==> src/sv/mlt_pkg.sv <==
package mlt_pkg;

  localparam int MAC_W     = 48;
  localparam int KIND_W    = 2;
  localparam int BIDX_IN_W = 10;
  localparam int HANDLE_W  = 16;
  localparam int COUNT_W   = 13;
  localparam int USED_W    = 11;
  localparam int DEC_W     = 2;
  localparam int QDEPTH    = 2;

  localparam int DEF_SLOTS_PER_BUCKET = 4;
  localparam int DEF_BUCKET_COUNT     = 1024;
  localparam int DEF_HANDLE_BITS      = 16;

  localparam logic [KIND_W-1:0] KIND_LEARN   = 2'd0;
  localparam logic [KIND_W-1:0] KIND_LOOKUP  = 2'd1;
  localparam logic [KIND_W-1:0] KIND_FORWARD = 2'd2;

  localparam logic [DEC_W-1:0] DEC_DISCARD = 2'd0;
  localparam logic [DEC_W-1:0] DEC_UNICAST = 2'd1;
  localparam logic [DEC_W-1:0] DEC_FLOOD   = 2'd2;
  localparam logic [DEC_W-1:0] DEC_DONE    = 2'd3;

  typedef enum logic [2:0] {
    OP_NOP,
    OP_LEARN,
    OP_LOOKUP,
    OP_FORWARD,
    OP_FLOOD
  } op_t;

  typedef enum logic [1:0] {
    ST_CLEAR,
    ST_IDLE,
    ST_EXEC
  } back_state_t;

  typedef struct packed {
    op_t                  op;
    logic [MAC_W-1:0]     mac;
    logic [BIDX_IN_W-1:0] bucket;
    logic                 tsel;
    logic [HANDLE_W-1:0]  port;
    logic [HANDLE_W-1:0]  group;
    logic [HANDLE_W-1:0]  tag;
  } q_item_t;

  typedef struct packed {
    logic [DEC_W-1:0]    decision;
    logic                hit;
    logic [HANDLE_W-1:0] egress_port;
    logic [HANDLE_W-1:0] egress_group;
    logic [HANDLE_W-1:0] tag;
    logic                main_overflow;
    logic                shadow_overflow;
    logic [COUNT_W-1:0]  main_entry_count;
    logic [USED_W-1:0]   main_used_buckets;
  } res_t;

endpackage

==> src/sv/mlt_front.sv <==
module mlt_front import mlt_pkg::*; #(
  parameter int HANDLE_BITS = DEF_HANDLE_BITS
) (
  input  logic                 clk,
  input  logic                 rst_n,
  input  logic                 in_valid,
  output logic                 in_ready,
  input  logic [KIND_W-1:0]    in_kind,
  input  logic [MAC_W-1:0]     in_mac,
  input  logic [BIDX_IN_W-1:0] in_bucket,
  input  logic                 in_tsel,
  input  logic [HANDLE_W-1:0]  in_port,
  input  logic [HANDLE_W-1:0]  in_group,
  input  logic [HANDLE_W-1:0]  in_tag,
  input  logic                 clear_busy,
  output logic                 q_valid,
  output q_item_t              q_item,
  input  logic                 q_pop
);

  localparam logic [HANDLE_W-1:0] HMASK = (HANDLE_BITS >= HANDLE_W) ? '1 :
    HANDLE_W'((64'd1 << HANDLE_BITS) - 64'd1);
  localparam int PTR_W = $clog2(QDEPTH);

  q_item_t              q_mem_r [QDEPTH];
  logic [PTR_W-1:0]     wptr_r, wptr_nxt;
  logic [PTR_W-1:0]     rptr_r, rptr_nxt;
  logic [PTR_W:0]       cnt_r, cnt_nxt;
  q_item_t              cls;
  logic                 push;
  logic                 mac_zero;

  // classify: zero mac never learns or matches, a forward of it floods
  always_comb begin
    mac_zero  = (in_mac == '0);
    cls.mac    = in_mac;
    cls.bucket = in_bucket;
    cls.tsel   = in_tsel;
    cls.port   = in_port & HMASK;
    cls.group  = in_group & HMASK;
    cls.tag    = in_tag;
    case (in_kind)
      KIND_LEARN:   cls.op = mac_zero ? OP_NOP : OP_LEARN;
      KIND_LOOKUP:  cls.op = mac_zero ? OP_NOP : OP_LOOKUP;
      KIND_FORWARD: cls.op = mac_zero ? OP_FLOOD : OP_FORWARD;
      default:      cls.op = OP_NOP;
    endcase
  end

  assign in_ready = (cnt_r != (PTR_W+1)'(QDEPTH)) && !clear_busy;
  assign push     = in_valid && in_ready;
  assign q_valid  = (cnt_r != '0);
  assign q_item   = q_mem_r[rptr_r];

  always_comb begin
    wptr_nxt = push ? wptr_r + 1'b1 : wptr_r;
    rptr_nxt = q_pop ? rptr_r + 1'b1 : rptr_r;
    cnt_nxt  = cnt_r + (PTR_W+1)'(push) - (PTR_W+1)'(q_pop);
  end

  always_ff @(posedge clk) begin
    if (!rst_n) begin
      wptr_r <= '0;
      rptr_r <= '0;
      cnt_r  <= '0;
    end else begin
      wptr_r <= wptr_nxt;
      rptr_r <= rptr_nxt;
      cnt_r  <= cnt_nxt;
    end
  end

  always_ff @(posedge clk) begin
    if (push) begin
      q_mem_r[wptr_r] <= cls;
    end
  end

endmodule

==> config.mk <==
export PLATFORM = sky130hd
export DESIGN_NAME = mlt_front
export DESIGN_NICKNAME = d
export VERILOG_FILES = /design/src/sv/mlt_pkg.sv /design/src/sv/mlt_front.sv
export SDC_FILE = /design/constraint.sdc
export NUM_CORES = 1
export LEC_CHECK = 0
export ABC_CLOCK_PERIOD_IN_PS = 4350
export BUFFER_PORTS_ARGS = -buffer_cell sky130_fd_sc_hd__buf_2
export CAP_MARGIN = 20
export CORE_ASPECT_RATIO = 1.1
export CORE_MARGIN = 5
export CORE_UTILIZATION = 52
export DETAILED_ROUTE_END_ITERATION = 7
export GPL_ROUTABILITY_DRIVEN = 0
export PLACE_DENSITY = 0.8
export SLEW_MARGIN = 5
export SYNTH_ARGS = -nofsm -noshare
export SYNTH_HDL_FRONTEND = slang
export SYNTH_SLANG_ARGS = --single-unit
==> constraint.sdc <==
create_clock -name clk -period 4.35 [get_ports clk]
set_input_delay 0.6525 -clock clk [delete_from_list [all_inputs] [get_ports clk]]
set_output_delay 0.6525 -clock clk [all_outputs]
set_load 0.02 [all_outputs]
After elaboration in Yosys (flattened, before gate mapping). Memories as Yosys holds them, arrays and structs flattened. A register that Yosys moved wholly into a read port is not among the register bits. Cells that the tools add are included.

Add/sub/neg operators: 4. Muxes and demuxes: 8. Equality and inequality tests: 3. Reductions and logical operators: 6.

Operators by type and width (count): zero test 48 bit (1); one-hot mux 3 bit (3 select lines) (1); two-way mux 1 bit (5); two-way mux 3 bit (1); adder 1 bit, second input constant (2); adder 2 x 1 -> 2 bit (1); equality test 2 x 1 -> 1 bit, second input constant (1); equality test 2 bit, second input constant (1); logical AND 1 bit (2); zero test 2 bit (1); two-way mux 2 bit (1); != test 2 bit, second input constant (1); nonzero test 2 bit (1); subtractor 2 x 1 -> 2 bit (1); zero test 1 bit (1).

Output and inout port bits: 112. Input bits: 114. Logic and storage cells: 25. Bits in writable memories: 220. Memories kept: 1. Register bits: 4.

Memories: q_mem_r (depth 2, bits a word 110, read ports 1, clocked after memory_dff 1, write ports 1, line mlt_front.sv:25) `q_item_t q_mem_r [QDEPTH];`.

Depth between registers and ports, before layout. Gate-level depths: netlist (run 1).

Word-level depth: 5. Gate-level depth with buffers: 8. Gate-level depth less buffers: 8.

Worst setup path before layout (run 1). Ideal clock, no wire load.

Path kind: in2reg. From: input port clear_busy. To: memory q_mem_r[1][0] in the netlist's numbering (enable). Buffers on the path: 0. Setup time: 0.482 ns. Data required time: 3.868 ns. Path slack: 0.222 ns. Arrival time: 3.646 ns. Cell stages on the path: 2. Path through: nor2_1 > and3_1.

Word-level cells in the longest chain between the ends: 5.

Ends and longest elaborated chain: from (decl) (line mlt_front.sv:15) `input logic clear_busy,`; zero test 1 bit (line mlt_front.sv:50) `assign in_ready = (cnt_r != (PTR_W+1)'(QDEPTH)) && !clear_busy;`; logical AND 1 bit (line mlt_front.sv:50); logical AND 1 bit (line mlt_front.sv:51) `assign push = in_valid && in_ready;`; two-way mux 1 bit (line mlt_front.sv:74) `if (push) begin`; two-way mux 1 bit (not written as such) (line mlt_front.sv:75) `q_mem_r[wptr_r] <= cls;`; to (decl) (line mlt_front.sv:25).

Every way passes these cells.

==> run summary, run 1 <==
Entering global routing, the biggest net connects 59 pins. The number of different library cells in the post-synthesis netlist is 24. The number of buffers inserted to repair setup after CTS is 0.

The standby leakage power came out at 0.00383 µW. The path length in cells of the critical path came out at 3. The worst setup path is captured at an output port. The largest vdd supply drop is 0.351 mV. The longest clock path from root to sink contains 3 buffers. The synthesized instance count is 389.

The first global-routing pass estimated 25200 µm of wire. The largest total area in the synthesized netlist belongs to sky130_fd_sc_hd__edfxtp_1. The initialized floorplan defines 48 standard-cell rows. The area of the die is 18600 µm². The endpoint identified for the worst register-to-register timing path is q_mem_r[1][42].

Walking the worst path, the cells encountered are buf_4, mux2_2, buf_2. The slowest stage of the critical path is the sky130_fd_sc_hd__dfxtp_4 cell. The highest net fanout along the worst path is 50. The tightest min-delay check is of the input port to register type. The smallest clock period supported by the final layout is computed as 3.04 ns.

The starting density of the core came out at 52.9%. The detailed placer's ending HPWL is 11500 µm. The synthesized design contains 225 register bits. The maximum clock frequency came out at 328 MHz.

The average cell area after synthesis is 21.4 µm². STA classifies the critical path startpoint as a register. Broken down by cell family, the worst path's largest delay share belongs to flip-flops. The count of nets after finishing is 747. After global routing the overflow that remains totals 0. In this run the critical register-to-register path is launched from cnt_r[1]. The number of buffers added by the clock tree synthesis step came out at 22. The run finished with clean final reports.

After layout, the worst setup slack is 1.31 ns. The total via count after detailed routing came out at 4440. The number of input and output port buffers inserted is 225.

The signed area change from the synthesized netlist to the final layout is 24.7%. The post-placement worst setup slack is 1.68 ns. Measured along the y axis, the die boundary spans 143 µm.

The most used flip-flop cell after synthesis is sky130_fd_sc_hd__edfxtp_1. Dividing the detail-routed wire length by the instance count gives 19.5 µm. The fraction of layout instances using a drive strength above 1 came out at 58.7%.

The ratio of total power to cell area came out at 470 nW/µm². The clock latency on the worst-skew pair is 0.50 ns. The post-synthesis net count came out at 505. In this run the worst setup path terminates at q_item[38]. The aggregate global-route resource usage came out at 17.4%. The sum of routed wire length over all layers came out at 16500 µm.

The slew at the pin closest to its max-slew limit is 0.789 ns. The cts-stage hold buffer count came out at 0. The number of global-route vias before repair came to 4813.

The count of pins over their slew limit is 0. The Yosys step of the flow raised 0 warnings. After detailed placement, the total cell area comes to 9670 µm².

The delay of the slowest critical-path stage is 0.78 ns. The final number of hold-violating endpoints is 0. The TritonCTS clock tree is built. By area the synthesized netlist is led by sky130_fd_sc_hd__edfxtp_1 79%, sky130_fd_sc_hd__mux2_2 15%, sky130_fd_sc_hd__dfxtp_1 1.2%.

The max-capacitance violation count came out at 0. Setup violations remaining at the end of the flow were counted as 0. The number of DRC violations after detailed routing came out at 0.

The area of the mapped netlist came out at 8320 µm². The root buffer cell chosen for the clock tree is sky130_fd_sc_hd__clkbuf_16. The critical path in this run is classified as register to output port.

Of the available clock period, the critical path in the final layout requires 70.0%. The pre-antenna-repair detailed-routing pass consisted of 6 iterations. Setup repair after global routing left no endpoint under its margin.

In this run the biggest area consumer among cell types represents 79.4% of the synthesized area. The number of ports placed on the die boundary came out at 226. The post-synthesis sequential area ratio is 80.6%. The number of buffer and inverter instances along the worst setup path is 2. The count of nets left with antenna violations once routing finished came out at 0. The worst slew slack as a fraction of its limit came out at 47.4%.

The worst register-to-register path has a setup slack of 2.06 ns. The number of DRC markers in iteration 0 came out at 215. In the post-synthesis netlist, the cell with the most instances is sky130_fd_sc_hd__edfxtp_1. In the synthesized netlist, the cells that appear most often are 220 x sky130_fd_sc_hd__edfxtp_1, 110 x sky130_fd_sc_hd__mux2_2, 12 x sky130_fd_sc_hd__nor4_1, 10 x sky130_fd_sc_hd__buf_4, 5 x sky130_fd_sc_hd__dfxtp_1. Summing all non-filler instances in the final layout gives an area of 10400 µm². The number of enable-type register cells in the synthesized netlist came out at 220. The die is 131 µm wide. Data on the critical path is required at its endpoint by 3.70 ns.

The path depth of the worst reg2reg path came out at 4. The number of sinks on the clock net is 225. The maximum level of the CTS H-tree is 1. The endpoint arrival time on the critical path is 2.39 ns. The core area came out at 15700 µm². The vias per cell is 5.24. The clock arrives with 0.0208 ns of skew. The number of antenna violations at the first check in global routing is 2. The post-cts gate resize count came out at 0. The clock transition at the registers of the reported paths is 0.06 ns. Of all flip-flops after synthesis, the portion carrying an async set or reset was 0%. The sum of negative setup slack came out at 0 ns.
state kept, by name, summed over array words and instances, names as in the netlist, named ones only:
signal and count:
wptr_r 1, q_mem_r 220, rptr_r 1, cnt_r 2
kinds of logic after synthesis:
kind of cell    count (synthesis)  share of synthesized area, %
flops                         225                          80.6
mux                           110                          14.9
simple gates                   29                          2.35
buf+inv                        16                          1.20
compound gates                  4                         0.301
xor+xnor                        3                         0.316
fa+ha+maj                       2                         0.301
power breakdown:
group / switching (µW) / internal, µW
clock: 733 / 1060
sequential: 41.3 / 2490
combinational: 328 / 227
total: 1100 / 3770
area by class of cell:
cell class | instances | area, µm²
sequential | 225 | 6710
fill | 1096 | 5360
multi-input combinational | 148 | 1520
timing repair buffer | 230 | 1180
clock buffer | 29 | 617
tap | 200 | 250
clock inverter | 10 | 82.6
inverter | 4 | 17.5
antenna | 2 | 5.00
metrics by stage:
step                utilization (%)  cells  hold slack [ns]  power [µW]
floorplan                         -    389            0.457        2930
global placement               61.5    807            0.477        3120
detailed placement             61.5    807            0.486        3140
CTS                            65.9    846            0.324        4920
global route                   65.9    848            0.322        5060
finish                         65.9    848            0.342        4870
layout by cell type (no fill, tap or decap), types with 2 or more instances in the layout:
cell                        Yosys  final
sky130_fd_sc_hd__xnor2_1        2      2
sky130_fd_sc_hd__nor2_1         4      4
sky130_fd_sc_hd__clkbuf_16      0     22
sky130_fd_sc_hd__diode_2        0      2
sky130_fd_sc_hd__dfxtp_1        5      4
sky130_fd_sc_hd__and4_1         4      4
sky130_fd_sc_hd__nor4_1        12     12
sky130_fd_sc_hd__ha_1           2      2
sky130_fd_sc_hd__clkbuf_1       0      3
sky130_fd_sc_hd__clkinv_1       0      5
sky130_fd_sc_hd__inv_1          4      3
sky130_fd_sc_hd__clkinv_2       0      2
sky130_fd_sc_hd__mux2_2       110    110
sky130_fd_sc_hd__buf_4         10      4
sky130_fd_sc_hd__a31oi_1        2      2
sky130_fd_sc_hd__edfxtp_1     220    220
sky130_fd_sc_hd__clkbuf_8       0      4
sky130_fd_sc_hd__buf_2          2    225
worst min-delay path by stage:
stage | cells past startpoint | from | endpoint | slack (ns)
floorplan | 2 | wptr_r | wptr_r | 0.46
global placement | 2 | wptr_r | wptr_r | 0.48
detailed placement | 2 | wptr_r | wptr_r | 0.49
CTS | 1 | in_bucket[7] | q_mem_r[1][56] | 0.32
global route | 1 | in_tsel | q_mem_r[0][48] | 0.32
finish | 1 | in_bucket[6] | q_mem_r[1][55] | 0.34
routing by layer:
metal	global-route usage, %	share of wire (%)	routed length [µm]
met5	0	0	0
met2	30.9	53	8820
met1	21.3	37	6190
met4	5.68	2.0	334
met3	3.59	7.2	1190
Note: power is estimated with default switching activity, not from simulation.
==> run 2, diff against run 1 <==
- ABC_CLOCK_PERIOD_IN_PS: 4350 -> 2900
- clock period: 4.35 -> 2.9 ns (I/O delays scaled with it)
==> run summary, run 2 (same netlist as run 1, synthesis figures left out) <==
The total via count after detailed routing is 4428. During placement, the flow inserted port buffers numbering 225. The endpoint required time on the critical path came out at 2.47 ns. The number of rows in the core area came out at 48. After detailed routing, the number of remaining DRC violations is 0. The endpoint arrival time on the critical path is 2.04 ns.

The sum of negative setup slack came out at 0 ns. Measured along the x axis, the die boundary spans 131 µm. The clock transition at the registers of the reported paths came out at 0.06 ns. The number of sinks on the clock net is 225. Of the cells placed in the final design, the portion with a size suffix greater than 1 is 59.4%. The number of global-route vias before repair is 4718.

The clock reaches the later pin of the worst-skew pair after 0.49 ns. Once routing completed, OpenROAD measured the worst setup slack at 0.429 ns. Leaving out fill and tap cells, the most frequent cell in the layout is sky130_fd_sc_hd__buf_2. The largest registers in the layout are q_mem_r x220, cnt_r x2. The residual antenna-violating net count after detailed routing came out at 0.

The slowest library cell on the worst path is sky130_fd_sc_hd__dfxtp_4. The global-route met3 utilization is 4.19%. The maximum level of the CTS H-tree is 1.

The first-pass iteration count of the detailed router is 4. The final number of hold-violating endpoints came out at 0. The worst setup path is captured at an output port.

Final hold analysis gives a worst-case slack of 0.131 ns. The ratio of total power to cell area is 713 nW/µm². The number of antenna violations at the first check in global routing came out at 4. In this run the clock root is driven by a sky130_fd_sc_hd__clkbuf_16. The flip-flop count of the largest register after layout is 220. In the layout the commonest cells are 225 x sky130_fd_sc_hd__buf_2, 220 x sky130_fd_sc_hd__edfxtp_1, 110 x sky130_fd_sc_hd__mux2_2. The multi-input gate area in the final layout is 1520 µm².

The remaining global-route overflow is 0. Registers take 6710 µm². The worst slew slack as a fraction of its limit is 60.0%. The sum of routed wire length over all layers came out at 16400 µm. STA classifies the critical path startpoint as a register.

The part of the cycle the worst path needs is 85.2%. The largest vdd supply drop is 0.703 mV. The fraction of met1 tracks used by global routing is 20.9%. The aggregate global-route resource usage is 17.0%. The per-cell routed wire length is 19.3 µm.

The core area is 15700 µm². Counting the fill cells in the layout gives 1070. The floorplan step defined a die boundary enclosing 18600 µm². The initial utilization of the core area, before any placement, comes to 52.9%.

The floorplan step set the die height to 143 µm. Global routing consumed, on the met2 layer, 29.6% of the routing resources. The flow ran to the end, and the final reports show no timing, DRC or antenna violations.

The kind of cell with the highest combined delay along the critical path is flip-flops. The number of buffers inserted to repair setup after CTS is 0. The number of DRC markers in iteration 0 came out at 198. Traced cell by cell, the critical path runs through buf_4, mux2_2, buf_2. The total power is 7450 µW. The slew at the pin closest to its max-slew limit came out at 0.601 ns.

TritonCTS built the clock tree. The net count of the finished layout is 752. For this run, the top clock speed supported by timing is 405 MHz. OpenSTA, run right after detailed placement, puts the worst setup slack at 0.775 ns. The first global-routing pass estimated 24700 µm of wire. The most flop-heavy register is q_mem_r. The critical path contains buffers and inverters numbering 2 combined. The delay of the slowest critical-path stage came out at 0.70 ns. In this run the worst path has a maximum fanout of 39. The post-cts gate resize count came out at 0. The worst register-to-register path begins at cnt_r[1]. The number of ports placed on the die boundary came out at 226.

The cts-stage hold buffer count came out at 0. The global routing stage identified its most utilized layer as met2. The source of the worst hold timing path is in_group[11]. The count of final setup violators came out at 0. For the final database, setup skew stands at 0.00854 ns. The time the worst path needs with I/O delays and setup came out at 2.47 ns. The max-capacitance violation count came out at 0. The standby leakage power is 0.00387 µW. The signed area change from the synthesized netlist to the final layout came out at 25.7%. The worst setup path is of the register to output port kind. The detailed placer's ending HPWL came out at 11300 µm. The largest net degree at the start of global routing came out at 66. In this run the deepest clock path goes through 3 buffers. The count of pins over their slew limit is 0.

The vias per cell is 5.22. Clock tree synthesis inserted a total of 23 buffers. Setup repair after global routing left no endpoint under its margin. The min-delay analysis places its worst path in the category input port to register.
run 2: where the power goes:
group	leakage [µW]	internal [µW]	switching (µW)
clock network	0.000355	1700	1110
logic	0.00146	355	497
registers	0.00205	3740	55.8
total	0.00387	5790	1660
run 2: path summary, 6_finish.rpt:
| check | end | slack, ns | cells past startpoint |
|---|---|---|---|
| worst max-delay path | q_item[70] | 0.43 | 3 |
| worst min-delay path | q_mem_r[0][27] | 0.13 | 1 |
| worst max register to register | cnt_r[1] | 0.99 | 8 |
| worst min register to register | wptr_r | 0.52 | 2 |
run 2: metal layers:
metal	vias to the layer above	share of wire, %
li1	2056	-
met1	2179	38
met2	161	52
met3	28	7.4
met4	4	1.9
met5	-	0.12
run 2: metrics by stage:
stage	cells	area (µm²)	utilization [%]
detailed placement	811	9740	61.9
global route	849	10500	66.5
CTS	847	10500	66.4
global placement	811	9740	61.9
floorplan	389	8320	-
finish	849	10500	66.5
run 2: final cells by class:
| cell class | instances | area share, % |
|---|---|---|
| Antenna cell | 2 | 0.0479 |
| Sequential cell | 225 | 64.2 |
| Inverter | 4 | 0.179 |
| Tap cell | 200 | 2.39 |
| Multi-Input combinational cell | 148 | 14.5 |
| Timing Repair Buffer | 234 | 11.9 |
| Clock buffer | 25 | 5.58 |
| Clock inverter | 11 | 1.26 |
run 2: worst reg2reg max path: stages (launching register included):
cell	delay, ns
sky130_fd_sc_hd__dfxtp_1	0.33
sky130_fd_sc_hd__nor2b_4	0.14
sky130_fd_sc_hd__or3_2	0.41
sky130_fd_sc_hd__ha_1	0.29
sky130_fd_sc_hd__inv_1	0.05
sky130_fd_sc_hd__ha_1	0.19
sky130_fd_sc_hd__xor2_1	0.15
sky130_fd_sc_hd__and2_2	0.18
sky130_fd_sc_hd__nor3_1	0.11
